<file path="src/hdl/lchs_div_cell.sv">
// ----------------------------------------------------------------------------
// LBA to CHS request packer: division cell
// One registered restoring division step; passes the item to the next cell.
// ----------------------------------------------------------------------------
module lchs_div_cell #(
  parameter int unsigned N  = 24,
  parameter int unsigned DW = 6,
  parameter int unsigned SW = 8
) (
  input  logic          clk_i,
  input  logic          rst_ni,
  input  logic          en_i,
  input  logic [DW-1:0] divisor_i,
  input  logic          valid_i,
  input  logic [DW-1:0] rem_i,
  input  logic [N-1:0]  quo_i,
  input  logic [SW-1:0] side_i,
  output logic          valid_o,
  output logic [DW-1:0] rem_o,
  output logic [N-1:0]  quo_o,
  output logic [SW-1:0] side_o
);

  logic [DW:0]   trial;
  logic [DW+1:0] diff;
  logic          fits;
  logic [DW-1:0] rem_d;
  logic [N-1:0]  quo_d;
  logic          valid_q;
  logic [DW-1:0] rem_q;
  logic [N-1:0]  quo_q;
  logic [SW-1:0] side_q;

  assign trial = {rem_i, quo_i[N-1]};
  assign diff  = {1'b0, trial} - {2'b00, divisor_i};
  assign fits  = ~diff[DW+1];
  assign rem_d = fits ? diff[DW-1:0] : trial[DW-1:0];
  assign quo_d = {quo_i[N-2:0], fits};

  always_ff @(posedge clk_i or negedge rst_ni) begin
    if (!rst_ni) begin
      valid_q <= 1'b0;
    end else if (en_i) begin
      valid_q <= valid_i;
    end
  end

  always_ff @(posedge clk_i) begin
    if (en_i) begin
      rem_q  <= rem_d;
      quo_q  <= quo_d;
      side_q <= side_i;
    end
  end

  assign valid_o = valid_q;
  assign rem_o   = rem_q;
  assign quo_o   = quo_q;
  assign side_o  = side_q;

endmodule

</file>
<file path="src/hdl/lchs_div_chain.sv">
// ----------------------------------------------------------------------------
// LBA to CHS request packer: division chain
// A row of N division cells, one quotient bit per cell, one item per cycle while en_i is high.
// ----------------------------------------------------------------------------
module lchs_div_chain #(
  parameter int unsigned N  = 24,
  parameter int unsigned DW = 6,
  parameter int unsigned SW = 8
) (
  input  logic          clk_i,
  input  logic          rst_ni,
  input  logic          en_i,
  input  logic [DW-1:0] divisor_i,
  input  logic          valid_i,
  input  logic [N-1:0]  dividend_i,
  input  logic [SW-1:0] side_i,
  output logic          valid_o,
  output logic [DW-1:0] rem_o,
  output logic [N-1:0]  quo_o,
  output logic [SW-1:0] side_o
);

  logic [N:0]         valid_s;
  logic [N:0][DW-1:0] rem_s;
  logic [N:0][N-1:0]  quo_s;
  logic [N:0][SW-1:0] side_s;

  assign valid_s[0] = valid_i;
  assign rem_s[0]   = '0;
  assign quo_s[0]   = dividend_i;
  assign side_s[0]  = side_i;

  for (genvar g = 0; g < N; g++) begin : g_cell
    lchs_div_cell #(
      .N  (N),
      .DW (DW),
      .SW (SW)
    ) u_cell (
      .clk_i     (clk_i),
      .rst_ni    (rst_ni),
      .en_i      (en_i),
      .divisor_i (divisor_i),
      .valid_i   (valid_s[g]),
      .rem_i     (rem_s[g]),
      .quo_i     (quo_s[g]),
      .side_i    (side_s[g]),
      .valid_o   (valid_s[g+1]),
      .rem_o     (rem_s[g+1]),
      .quo_o     (quo_s[g+1]),
      .side_o    (side_s[g+1])
    );
  end

  assign valid_o = valid_s[N];
  assign rem_o   = rem_s[N];
  assign quo_o   = quo_s[N];
  assign side_o  = side_s[N];

endmodule

</file>
<file path="config.mk">
export PLATFORM = sky130hd
export DESIGN_NAME = lchs_div_chain
export DESIGN_NICKNAME = d
export VERILOG_FILES = /design/src/hdl/lchs_div_cell.sv /design/src/hdl/lchs_div_chain.sv
export SDC_FILE = /design/constraint.sdc
export NUM_CORES = 1
export LEC_CHECK = 0
export ABC_CLOCK_PERIOD_IN_PS = 3200
export BUFFER_PORTS_ARGS = -buffer_cell sky130_fd_sc_hd__buf_4
export CAP_MARGIN = 40
export CORE_MARGIN = 1.5
export CORE_UTILIZATION = 50
export DETAILED_ROUTE_END_ITERATION = 6
export PLACE_DENSITY = 0.77
export SYNTH_ARGS = -nofsm -noshare
export SYNTH_HDL_FRONTEND = slang
export SYNTH_SLANG_ARGS = --single-unit
</file>
<file path="constraint.sdc">
create_clock -name clk_i -period 3.2 [get_ports clk_i]
set_input_delay 0.8 -clock clk_i [delete_from_list [all_inputs] [get_ports clk_i]]
set_output_delay 0.8 -clock clk_i [all_outputs]
set_load 0.02 [all_outputs]
</file>
# Yosys cells after proc, flatten, opt, wreduce, memory -nomap -nowiden
# Index checks and enable logic that the tools add are counted.
# Widths: inputs -> output; s select.
dict set report classes {
  add_sub_neg 24
  mux 24
  n_bitwise 24
}
# operator count
set op_table {}
lappend op_table {{$sub 7x6->8} 23}
lappend op_table {{$mux 6} 23}
lappend op_table {{$not 1->1} 24}
lappend op_table {{$sub 1x6->7} 1}
lappend op_table {{$mux 1} 1}
dict set report word_totals {
  register_bits 936
  in_bits 42
}

# Longest topological paths before layout
# Gate-level depths: netlist of run 1.
dict set report logic_depth {
  ltp_word 2
  ltp_mapped 9
  ltp_nobuf 9
}

# Modules after synthesis
# From an unflattened synthesis of run 1, not the netlist that was laid out.
dict set report unflattened {
  cells_unflattened 2113
  hier_area_um2 36368.6
}
# mod n_inst cells_per_inst area_each_um2 seq_area_each_um2
set by_module_without_submodules {}
lappend by_module_without_submodules {lchs_div_cell 24 88 1515.2 1166.1}
lappend by_module_without_submodules {lchs_div_chain 1 1 3.8 0.0}

# Least setup slack after synthesis of run 1
# OpenSTA, ideal clock, no wires.
dict set report synth_path {
  kind {input port to flip-flop}
  start {in divisor_i[1]}
  end {reg g_cell[18].u_cell.rem_q[1] (data pin)}
  setup_time_ns 0.260
  arrival_ns 3.672
  slack_ns -0.732
  stages 6
  path_buffers 0
  cell_sequence {inv_1 ha_1 nor2b_1 o31a_1 a31oi_2 mux2_2}
}
dict set report synth_between {
  elab_chain_cells 2
}
# element line
set synth_lines {}
lappend synth_lines {{start, declared} lchs_div_chain.sv:13} ;# input logic [DW-1:0] divisor_i,
lappend synth_lines {{$sub 7x6->8} lchs_div_cell.sv:35} ;# assign diff = {1'b0, trial} - {2'b00, divisor_i};
lappend synth_lines {{$mux 6} lchs_div_cell.sv:37} ;# assign rem_d = fits ? diff[DW-1:0] : trial[DW-1:0];
lappend synth_lines {{named net g_cell[18].u_cell.rem_d[1]} lchs_div_cell.sv:27} ;# logic [DW-1:0] rem_d;
lappend synth_lines {{end signal, assigned} lchs_div_cell.sv:50} ;# rem_q <= rem_d;
lappend synth_lines {{end, declared} lchs_div_cell.sv:30} ;# logic [DW-1:0] rem_q;
# The timed path passes the listed nets, and every way through them passes these cells.
# A chain may end at the register's enable or synchronous reset.

# Worst setup path after layout of run 1
dict set report layout_path {
  start {in divisor_i[5]}
  end {reg g_cell[18].u_cell.rem_q[4] (data pin)}
}
# Same word-level chain as after synthesis.

==> impl_metrics.py, run 1 <==
metrics = {
    "status": {
        "outcome": "completed",
    },
    "logic_synthesis": {
        "synth_top_family_by_area": "compound AO/OA/AOI/OAI gates",
        "synth.cell_area_um2": 35500,
        "synth_top_area_frac": 0.771,
        "muxShareOfSynthArea": 0.0185,
        "ys_seq_area_frac": 0.788,
        "async_flop_share": 0.0256,
        "synthAdderAreaFrac": 0.0623,
        "synth.distinct_cells": 45,
        "syn-instance-count": 1955,
        "synthTopCellsByArea": "edfxtp_1, ha_1, a21oi_1",
        "yosysTopAreaCell": "edfxtp_1",
        "synth_flop_cell": "edfxtp_1",
        "synth.most_common_cell": "edfxtp_1",
        "synth_common_cells": "edfxtp_1, a21oi_1, ha_1",
        "synth_edf_count": 912,
        "synth.ff_latch_count": 936,
        "ys_warn_count": 0,
        "synth_area_per_cell_um2": 18.2,
        "synth_compound_area_frac": 0.0762,
        "synth_simple_gate_area_share": 0.0338,
        "synth_xor_area_frac": 0.00567,
    },
    "global_routing": {
        "grt_pass1_vias": 17193,
        "met2_usage": 0.234,
        "use_met3": 0.0310,
        "grt-ovfl-total": 0,
        "grtUsageMet1": 0.178,
        "grt_max_degree": 98,
        "track_usage": 0.141,
        "top_usage_layer": "met2",
        "grt_pass1_wl_mm": 84.0,
        "antenna_found_initial": 0,
    },
    "critical_path": {
        "reg2reg_slack_ns": 0.90,
        "crit_arrival_ns": 2.83,
        "crit_type": "input pin to register",
        "crit_required_ns": 3.57,
        "critical_path.max_fanout": 23,
        "cp-end-kind": "register",
        "startpoint_type": "input pin",
    },
    "sta": {
        "finalHoldViolCount": 0,
        "skew_ns": 0.0157,
        "setup_tns_ns": 0,
        "rsz0062_at_grt": "false",
        "drv_slew": 0,
        "worst-slew-pin-transition_ns": 0.771,
        "max_freq_mhz": 407,
        "slew_headroom": 0.480,
        "period_share": 0.769,
        "min_period_ns": 2.46,
        "setup_ws_ns": 0.740,
        "finalSetupViolCount": 0,
        "worst_hold_slack_ns": 0.0498,
    },
    "clock_network": {
        "cts_made_buffers": 91,
        "cts_resized": 0,
        "clk_path_buf_depth": 3,
        "cts.sinks": 936,
        "path_clk_slew_ns": 0.06,
        "cts_hold_buf": 0,
        "cts_tree": "built",
        "worstSkewPairLatency_ns": 0.64,
        "h-tree-depth": 3,
        "cts_setup_buffers": 0,
        "ctsRootBufferMaster": "clkbuf_16",
    },
    "place": {
        "pre_cts_slack_ns": 0.161,
        "gp_congestion": 0.874,
        "io_buffers": 80,
        "place_hpwl_mm": 30.4,
        "placed_cells": 2997,
    },
    "detailed_routing": {
        "ant_nets": 0,
        "drt_pass1_iterations": 5,
        "wl_mm": 50.6,
        "route.detailed.drc": 0,
        "drt_iter0_markers": 1207,
        "num_vias": 16829,
        "wl_per_cell_um": 16.0,
        "viasPerCell": 5.33,
    },
    "die": {
        "die_width_um": 270,
        "die_h_um": 270,
        "dieArea_um2": 72700,
        "start_util": 0.507,
        "fp.coreArea_um2": 70100,
        "rows": 97,
        "num_io_pins": 81,
    },
    "finish": {
        "layout-drive-gt1-share": 0.149,
        "multi_input_area_um2": 7120,
        "stdcell_count": 3156,
        "num_antenna_cells": 0,
        "seq_area_um2": 28000,
        "nets": 2355,
        "fillers": 5183,
        "area_growth_pct": 14.3,
    },
    "job": {
        "maxCapViolCount": 0,
    },
    "power": {
        "comb_power_share": 0.197,
        "vdd.ir_drop.worst_v": 0.000470,
        "clockPowerShare": 0.305,
        "p_leak_nw": 15.0,
        "p_seq_frac": 0.498,
        "p_int_mw": 24.3,
        "p_sw_frac": 0.260,
        "power.density_nw_per_um2": 807,
        "fin_total_pwr_mw": 32.8,
        "p_sw_mw": 8.54,
    },
    "hold_path": {
        "hp-class": "input pin to async pin",
    },
}
-- power groups by stage --
stage / Sequential (mW) / Clock, mW / Combinational, mW
CTS: 16.3 / 10.3 / 6.38
detailed placement: 16.6 / 0 / 6.33
global placement: 16.5 / 0 / 5.81
global route: 16.5 / 10.8 / 7.16
finish: 16.3 / 10.0 / 6.45
floorplan: 16.4 / 0 / 4.92
-- routing by layer --
| layer | part of all wire | wire (um) | vias to the layer above |
|---|---|---|---|
| li1 | - | - | 8019 |
| met2 | 0.49 | 24800 | 437 |
| met3 | 0.052 | 2630 | 147 |
| met4 | 0.036 | 1820 | 0 |
| met5 | 0 | 0 | - |
| met1 | 0.42 | 21400 | 8226 |
-- worst max-delay path, cell delays in order --
cell     delay, ns
buf_4         0.09
inv_1         0.07
buf_12        0.18
ha_1          0.45
inv_1         0.07
o21ai_0       0.63
a21oi_1       0.10
o31ai_1       0.34
a21oi_1       0.07
-- flip-flops by register name (all words and copies together) (netlist names) --
| signal | flops |
|---|---|
| g_cell.u_cell.rem_o | 144 |
| g_cell.u_cell.valid_o | 24 |
| g_cell.u_cell.side_o | 192 |
| g_cell.u_cell.quo_o | 576 |
-- final cells by class --
class                   instances  share of cell area
clock buffers                 121              0.0601
clock inverters                38             0.00844
inverters                      96             0.00896
multi-input cells             904               0.175
flip-flops and latches        936               0.689
well taps                     940              0.0289
repair buffers                121              0.0293
-- layout by cell type, fill, tap and decap left out, types with 23 or more instances in the layout --
cell type	count
a211oi_1	32
a21oi_1	138
dfrtp_1	24
a21o_1	51
nand2_1	33
nor3_1	34
nor2_1	100
nand2b_1	32
fa_1	23
clkbuf_16	93
mux2_2	31
inv_1	95
ha_1	140
o21ai_0	50
edfxtp_1	912
buf_4	98
clkbuf_1	27
-- through the flow --
step / util / cell area, um2
2_1_floorplan: - / 35700
3_3_place_gp: 0.539 / 37800
3_5_place_dp: 0.539 / 37800
4_1_cts: 0.579 / 40600
5_1_grt: 0.579 / 40600
6_report: 0.579 / 40600
-- worst paths after layout --
path / startpoint / cells past startpoint / end
worst min register to register: g_cell[20].u_cell.side_o[0] / 0 / g_cell[21].u_cell.side_o[0]
max in group asynchronous: rst_ni / 1 / g_cell[18].u_cell.valid_o
worst min-delay path: rst_ni / 1 / g_cell[22].u_cell.valid_o
min in group clk_i: dividend_i[22] / 1 / g_cell[0].u_cell.quo_o[23]
worst max-delay path: divisor_i[5] / 9 / g_cell[18].u_cell.rem_o[4]
worst max register to register: g_cell[17].u_cell.rem_o[4] / 6 / g_cell[18].u_cell.rem_o[4]
-- cells by family after synthesis --
logic type                 after synthesis
DFF                                    936
AOI/OAI and AO/OA                      412
and+or+nand+nor                        251
adders and majority gates              163
buffers and inverters                  116
muxes                                   53
xor gates and xnor gates                23
other                                    1
Note: power is estimated with default switching activity, not from simulation.
==> run 2: changes to the inputs <==
--- a/config.mk
+++ b/config.mk
@@ -5,13 +5,13 @@
 export SDC_FILE = /design/constraint.sdc
 export NUM_CORES = 1
 export LEC_CHECK = 0
-export ABC_CLOCK_PERIOD_IN_PS = 3200
+export ABC_CLOCK_PERIOD_IN_PS = 2100
 export BUFFER_PORTS_ARGS = -buffer_cell sky130_fd_sc_hd__buf_4
 export CAP_MARGIN = 40
 export CORE_MARGIN = 1.5
 export CORE_UTILIZATION = 50
 export DETAILED_ROUTE_END_ITERATION = 6
-export PLACE_DENSITY = 0.77
+export PLACE_DENSITY = 0.8
 export SYNTH_ARGS = -nofsm -noshare
 export SYNTH_HDL_FRONTEND = slang
 export SYNTH_SLANG_ARGS = --single-unit
==> constraint.sdc (replaced) <==
create_clock -name clk_i -period 2.1 [get_ports clk_i]
set_input_delay 0.525 -clock clk_i [delete_from_list [all_inputs] [get_ports clk_i]]
set_output_delay 0.525 -clock clk_i [all_outputs]
set_load 0.02 [all_outputs]
==> impl_metrics.py, run 2 (same netlist as run 1, synthesis figures left out) <==
metrics = {
    "critical_path": {
        "reg2reg_depth": 6,
        "cp-end-kind": "register",
        "crit_type": "register to register",
        "crit_arrival_ns": 2.46,
        "critical_path.max_fanout": 4,
        "crit_required_ns": 2.48,
        "startpoint_type": "register",
    },
    "sta": {
        "worst_hold_slack_ns": 0.0629,
        "drv_slew": 0,
        "worst-slew-pin-transition_ns": 0.637,
        "finalHoldViolCount": 0,
        "min_period_ns": 2.09,
        "rsz0062_at_grt": "true",
        "finalSetupViolCount": 0,
        "slew_headroom": 0.571,
        "skew_ns": 0.0116,
        "period_share": 0.994,
        "max_freq_mhz": 479,
        "setup_tns_ns": 0,
    },
    "die": {
        "die_width_um": 270,
        "num_io_pins": 81,
        "fp.coreArea_um2": 70100,
        "rows": 97,
        "dieArea_um2": 72700,
        "die_h_um": 270,
        "start_util": 0.507,
    },
    "finish": {
        "area_growth_pct": 22.6,
        "stdcell_count": 3478,
        "largest_reg_flops": 576,
        "final_cell_mix": "edfxtp_1, buf_4, ha_1, a21oi_1, nor2_1",
        "nets": 2672,
        "layout-drive-gt1-share": 0.290,
        "layout_commonest_cell": "edfxtp_1",
        "num_antenna_cells": 0,
    },
    "place": {
        "placed_cells": 3281,
        "gp_congestion": 0.830,
        "place_hpwl_mm": 35.7,
        "io_buffers": 80,
    },
    "power": {
        "power.density_nw_per_um2": 1240,
        "fin_total_pwr_mw": 54.0,
        "p_leak_nw": 16.6,
        "vdd.ir_drop.worst_v": 0.000738,
    },
    "clock_network": {
        "worstSkewPairLatency_ns": 0.64,
        "h-tree-depth": 3,
        "cts_tree": "built",
        "clk_path_buf_depth": 3,
        "ctsRootBufferMaster": "clkbuf_16",
        "path_clk_slew_ns": 0.07,
        "cts_made_buffers": 92,
        "cts.sinks": 936,
    },
    "global_routing": {
        "grt-ovfl-total": 0,
        "grt_pass1_wl_mm": 93.3,
        "track_usage": 0.158,
        "grt_pass1_vias": 19053,
        "grt_max_degree": 100,
        "antenna_found_initial": 0,
    },
    "detailed_routing": {
        "num_vias": 18279,
        "wl_mm": 57.3,
        "route.detailed.drc": 0,
        "drt_iter0_markers": 1472,
        "viasPerCell": 5.26,
        "drt_pass1_iterations": 5,
        "ant_nets": 0,
        "wl_per_cell_um": 16.5,
    },
    "hold_path": {
        "hold_depth": 1,
        "hp-class": "input pin to register",
    },
    "job": {
        "maxCapViolCount": 0,
    },
    "status": {
        "outcome": "completed",
    },
}
## run 2: cell count changes in the layout (fill, tap and decap cells not counted), moves of 3 or more
cell	before	now
fa_1	23	3
a21oi_1	138	104
clkbuf_1	27	16
ha_1	140	127
o21ai_1	9	19
ha_4	0	9
fa_2	0	20
buf_4	98	407
o21ai_0	50	39
a21oi_2	2	36
buf_12	22	28
clkinv_2	14	17
ha_2	0	4
clkinv_1	13	18
## run 2: stage by stage
stage                     utilization  worst slack (ns)  cell area (um2)
after floorplan                     -             -1.00            35800
after global placement          0.573            -0.477            40200
after detailed placement        0.573            -0.551            40200
after CTS                       0.615           0.00292            43100
after global routing            0.621           -0.0642            43500
final                           0.621            0.0130            43500
## run 2: worst paths after layout
check | slack (ns) | startpoint | endpoint
hold reg to reg | 0.41 | g_cell[2].u_cell.quo_o[11] | g_cell[3].u_cell.quo_o[12]
hold / removal | 0.06 | side_i[1] | g_cell[0].u_cell.side_o[1]
max in group asynchronous | 1.56 | rst_ni | g_cell[4].u_cell.valid_o
setup reg to reg | 0.01 | g_cell[13].u_cell.rem_o[3] | g_cell[14].u_cell.rem_o[4]
min in group asynchronous | 0.32 | rst_ni | g_cell[9].u_cell.valid_o
setup / recovery | 0.01 | g_cell[13].u_cell.rem_o[3] | g_cell[14].u_cell.rem_o[4]
## run 2: final cells by class
| cell class | instances | area, um2 |
|---|---|---|
| flip-flops and latches | 936 | 28000 |
| clock buffers | 111 | 2430 |
| fillers | 4835 | 26600 |
| clock inverters | 54 | 478 |
| repair buffers | 437 | 3640 |
| multi-input cells | 904 | 7480 |
| inverters | 96 | 364 |
| well taps | 940 | 1180 |
## run 2: layer usage
| layer | up-vias | share of wire | global-route usage |
|---|---|---|---|
| met4 | 0 | 0.032 | 0.0618 |
| met1 | 8957 | 0.41 | 0.194 |
| met3 | 172 | 0.045 | 0.0313 |
| met5 | - | 0 | 0 |
| met2 | 477 | 0.51 | 0.274 |
| li1 | 8673 | - | - |
## run 2: critical path, stage by stage (launching register included)
cell and delay, ns:
edfxtp_1 0.42, ha_1 0.32, a21o_1 0.19, a211o_1 0.34
or2_2 0.31, a21oi_2 0.17, nor3_1 0.08
## run 2: repair_timing
action	in CTS	in global routing
gates resized for setup	2	45
hold buffers	1	0
pin swaps	1	24
endpoints found under the hold margin	24	0
buffers inserted	4	27
endpoints found under the setup margin	9	63
## run 2: report_power, final
| part | switching, mW | internal, mW | total [mW] |
|---|---|---|---|
| combinational | 6.42 | 6.87 | 13.3 |
| sequential | 1.20 | 23.7 | 24.9 |
| clock | 6.65 | 9.10 | 15.8 |
| total | 14.3 | 39.7 | 54.0 |
==> run 3: changes to the inputs <==
--- a/config.mk
+++ b/config.mk
@@ -10,8 +10,11 @@
 export CAP_MARGIN = 40
 export CORE_MARGIN = 1.5
 export CORE_UTILIZATION = 50
+export CTS_CLUSTER_SIZE = 40
 export DETAILED_ROUTE_END_ITERATION = 6
 export PLACE_DENSITY = 0.8
+export REMOVE_ABC_BUFFERS = 1
+export SKIP_CTS_REPAIR_TIMING = 1
 export SYNTH_ARGS = -nofsm -noshare
 export SYNTH_HDL_FRONTEND = slang
 export SYNTH_SLANG_ARGS = --single-unit
==> impl_metrics.py, run 3 (same netlist as run 1, synthesis figures left out) <==
metrics = {
    "critical_path": {
        "crit_arrival_ns": 2.46,
        "critical_path.max_fanout": 4,
        "crit_type": "register to register",
        "startpoint_type": "register",
        "reg2reg_depth": 5,
        "crit_required_ns": 2.49,
        "cp-end-kind": "register",
    },
    "sta": {
        "min_period_ns": 2.07,
        "finalHoldViolCount": 0,
        "period_share": 0.987,
        "rsz0062_at_grt": "true",
        "setup_tns_ns": 0,
        "skew_ns": 0.0175,
        "max_freq_mhz": 482,
        "drv_slew": 0,
        "finalSetupViolCount": 0,
    },
    "finish": {
        "layout-drive-gt1-share": 0.265,
        "final_cell_mix": "edfxtp_1, buf_4, ha_1, a21oi_1, nor2_1",
        "stdcell_count": 3462,
        "multi_input_area_um2": 7220,
        "area_growth_pct": 22.0,
        "final_util": 0.618,
        "nets": 2651,
        "num_antenna_cells": 0,
        "largest_reg_flops": 576,
        "seq_area_um2": 28000,
        "design_area_um2": 43300,
        "fillers": 4888,
        "layout_commonest_cell": "edfxtp_1",
    },
    "power": {
        "p_int_mw": 40.0,
        "clockPowerShare": 0.302,
        "p_sw_frac": 0.260,
        "p_sw_mw": 14.0,
        "comb_power_share": 0.236,
        "p_seq_frac": 0.462,
        "power.density_nw_per_um2": 1250,
        "vdd.ir_drop.worst_v": 0.000813,
        "p_leak_nw": 16.5,
    },
    "global_routing": {
        "grt_max_degree": 71,
        "grt_pass1_vias": 18632,
        "grt_pass1_wl_mm": 89.6,
        "track_usage": 0.151,
        "antenna_found_initial": 0,
        "grt-ovfl-total": 0,
    },
    "die": {
        "fp.coreArea_um2": 70100,
        "die_width_um": 270,
        "num_io_pins": 81,
        "rows": 97,
        "start_util": 0.507,
        "dieArea_um2": 72700,
        "die_h_um": 270,
    },
    "place": {
        "io_buffers": 80,
        "placed_cell_area_um2": 39900,
        "placed_cells": 3268,
        "gp_congestion": 0.856,
        "place_hpwl_mm": 35.7,
    },
    "hold_path": {
        "hp-class": "input pin to register",
        "hold_depth": 1,
    },
    "clock_network": {
        "clk_path_buf_depth": 3,
        "path_clk_slew_ns": 0.06,
        "worstSkewPairLatency_ns": 0.63,
        "ctsRootBufferMaster": "clkbuf_16",
        "h-tree-depth": 3,
        "cts_tree": "built",
        "cts_made_buffers": 93,
        "cts.sinks": 936,
    },
    "job": {
        "maxCapViolCount": 0,
    },
    "detailed_routing": {
        "route.detailed.drc": 0,
        "drt_pass1_iterations": 5,
        "drt_iter0_markers": 1156,
        "wl_mm": 55.8,
        "ant_nets": 0,
        "num_vias": 18212,
        "wl_per_cell_um": 16.1,
        "viasPerCell": 5.26,
    },
    "status": {
        "outcome": "completed",
    },
}
-- run 3: cell types whose count changed in the layout (fill, tap and decap cells not counted), moves of 4 or more --
| cell | previous run | this run |
|---|---|---|
| buf_4 | 407 | 380 |
| a21oi_1 | 104 | 116 |
| nor2b_1 | 0 | 10 |
| nor2b_4 | 10 | 0 |
| fa_2 | 20 | 3 |
| fa_1 | 3 | 20 |
| ha_2 | 4 | 0 |
| o21ai_0 | 39 | 53 |
| o21ai_1 | 19 | 6 |
| ha_1 | 127 | 132 |
| a21oi_2 | 36 | 23 |
| bufinv_16 | 7 | 11 |
| buf_12 | 28 | 33 |
-- run 3: critical path: stages (launching register included) --
cell and delay, ns:
edfxtp_1 0.50, ha_4 0.27, a21o_1 0.17, a211o_1 0.35, a31o_4 0.25, mux2_4 0.30
-- run 3: metal layers --
layer	track usage	wire length (um)
met2	0.268	29100
met3	0.0294	2390
met4	0.0574	2010
met5	0	0
met1	0.182	22300
-- run 3: cell type report --
| cell class | instances | share of cell area |
|---|---|---|
| sequential | 936 | 0.646 |
| multi-input combinational | 904 | 0.167 |
| timing repair buffer | 415 | 0.0816 |
| clock buffer | 110 | 0.0562 |
| tap | 940 | 0.0271 |
| clock inverter | 61 | 0.0145 |
| inverter | 96 | 0.00831 |
-- run 3: power groups by stage --
stage	Clock (mW)	Sequential, mW	Combinational [mW]
finish	16.3	24.9	12.7
global route	17.5	25.2	13.9
CTS	16.8	24.9	12.0
detailed placement	0	25.3	11.9
global placement	0	25.1	10.9
floorplan	0	24.9	6.93
-- run 3: final timing paths --
| kind | start | slack [ns] | endpoint |
|---|---|---|---|
| worst max-delay path | g_cell[13].u_cell.rem_o[3] | 0.03 | g_cell[14].u_cell.rem_o[1] |
| max in group asynchronous | rst_ni | 1.53 | g_cell[22].u_cell.valid_o |
| worst min register to register | g_cell[5].u_cell.quo_o[13] | 0.40 | g_cell[6].u_cell.quo_o[14] |
| worst max register to register | g_cell[13].u_cell.rem_o[3] | 0.03 | g_cell[14].u_cell.rem_o[1] |
| worst min-delay path | dividend_i[5] | 0.07 | g_cell[0].u_cell.quo_o[6] |
| min in group asynchronous | rst_ni | 0.33 | g_cell[3].u_cell.valid_o |
-- run 3: per-stage QoR --
step | total power [mW] | setup WS, ns | hold WS (ns)
final | 54.0 | 0.0269 | 0.0684
after global routing | 56.6 | -0.0481 | 0.0384
after floorplan | 31.9 | -1.56 | 0.229
after CTS | 53.7 | -0.0478 | -0.248
after detailed placement | 37.2 | -0.522 | 0.405
after global placement | 36.1 | -0.423 | 0.400
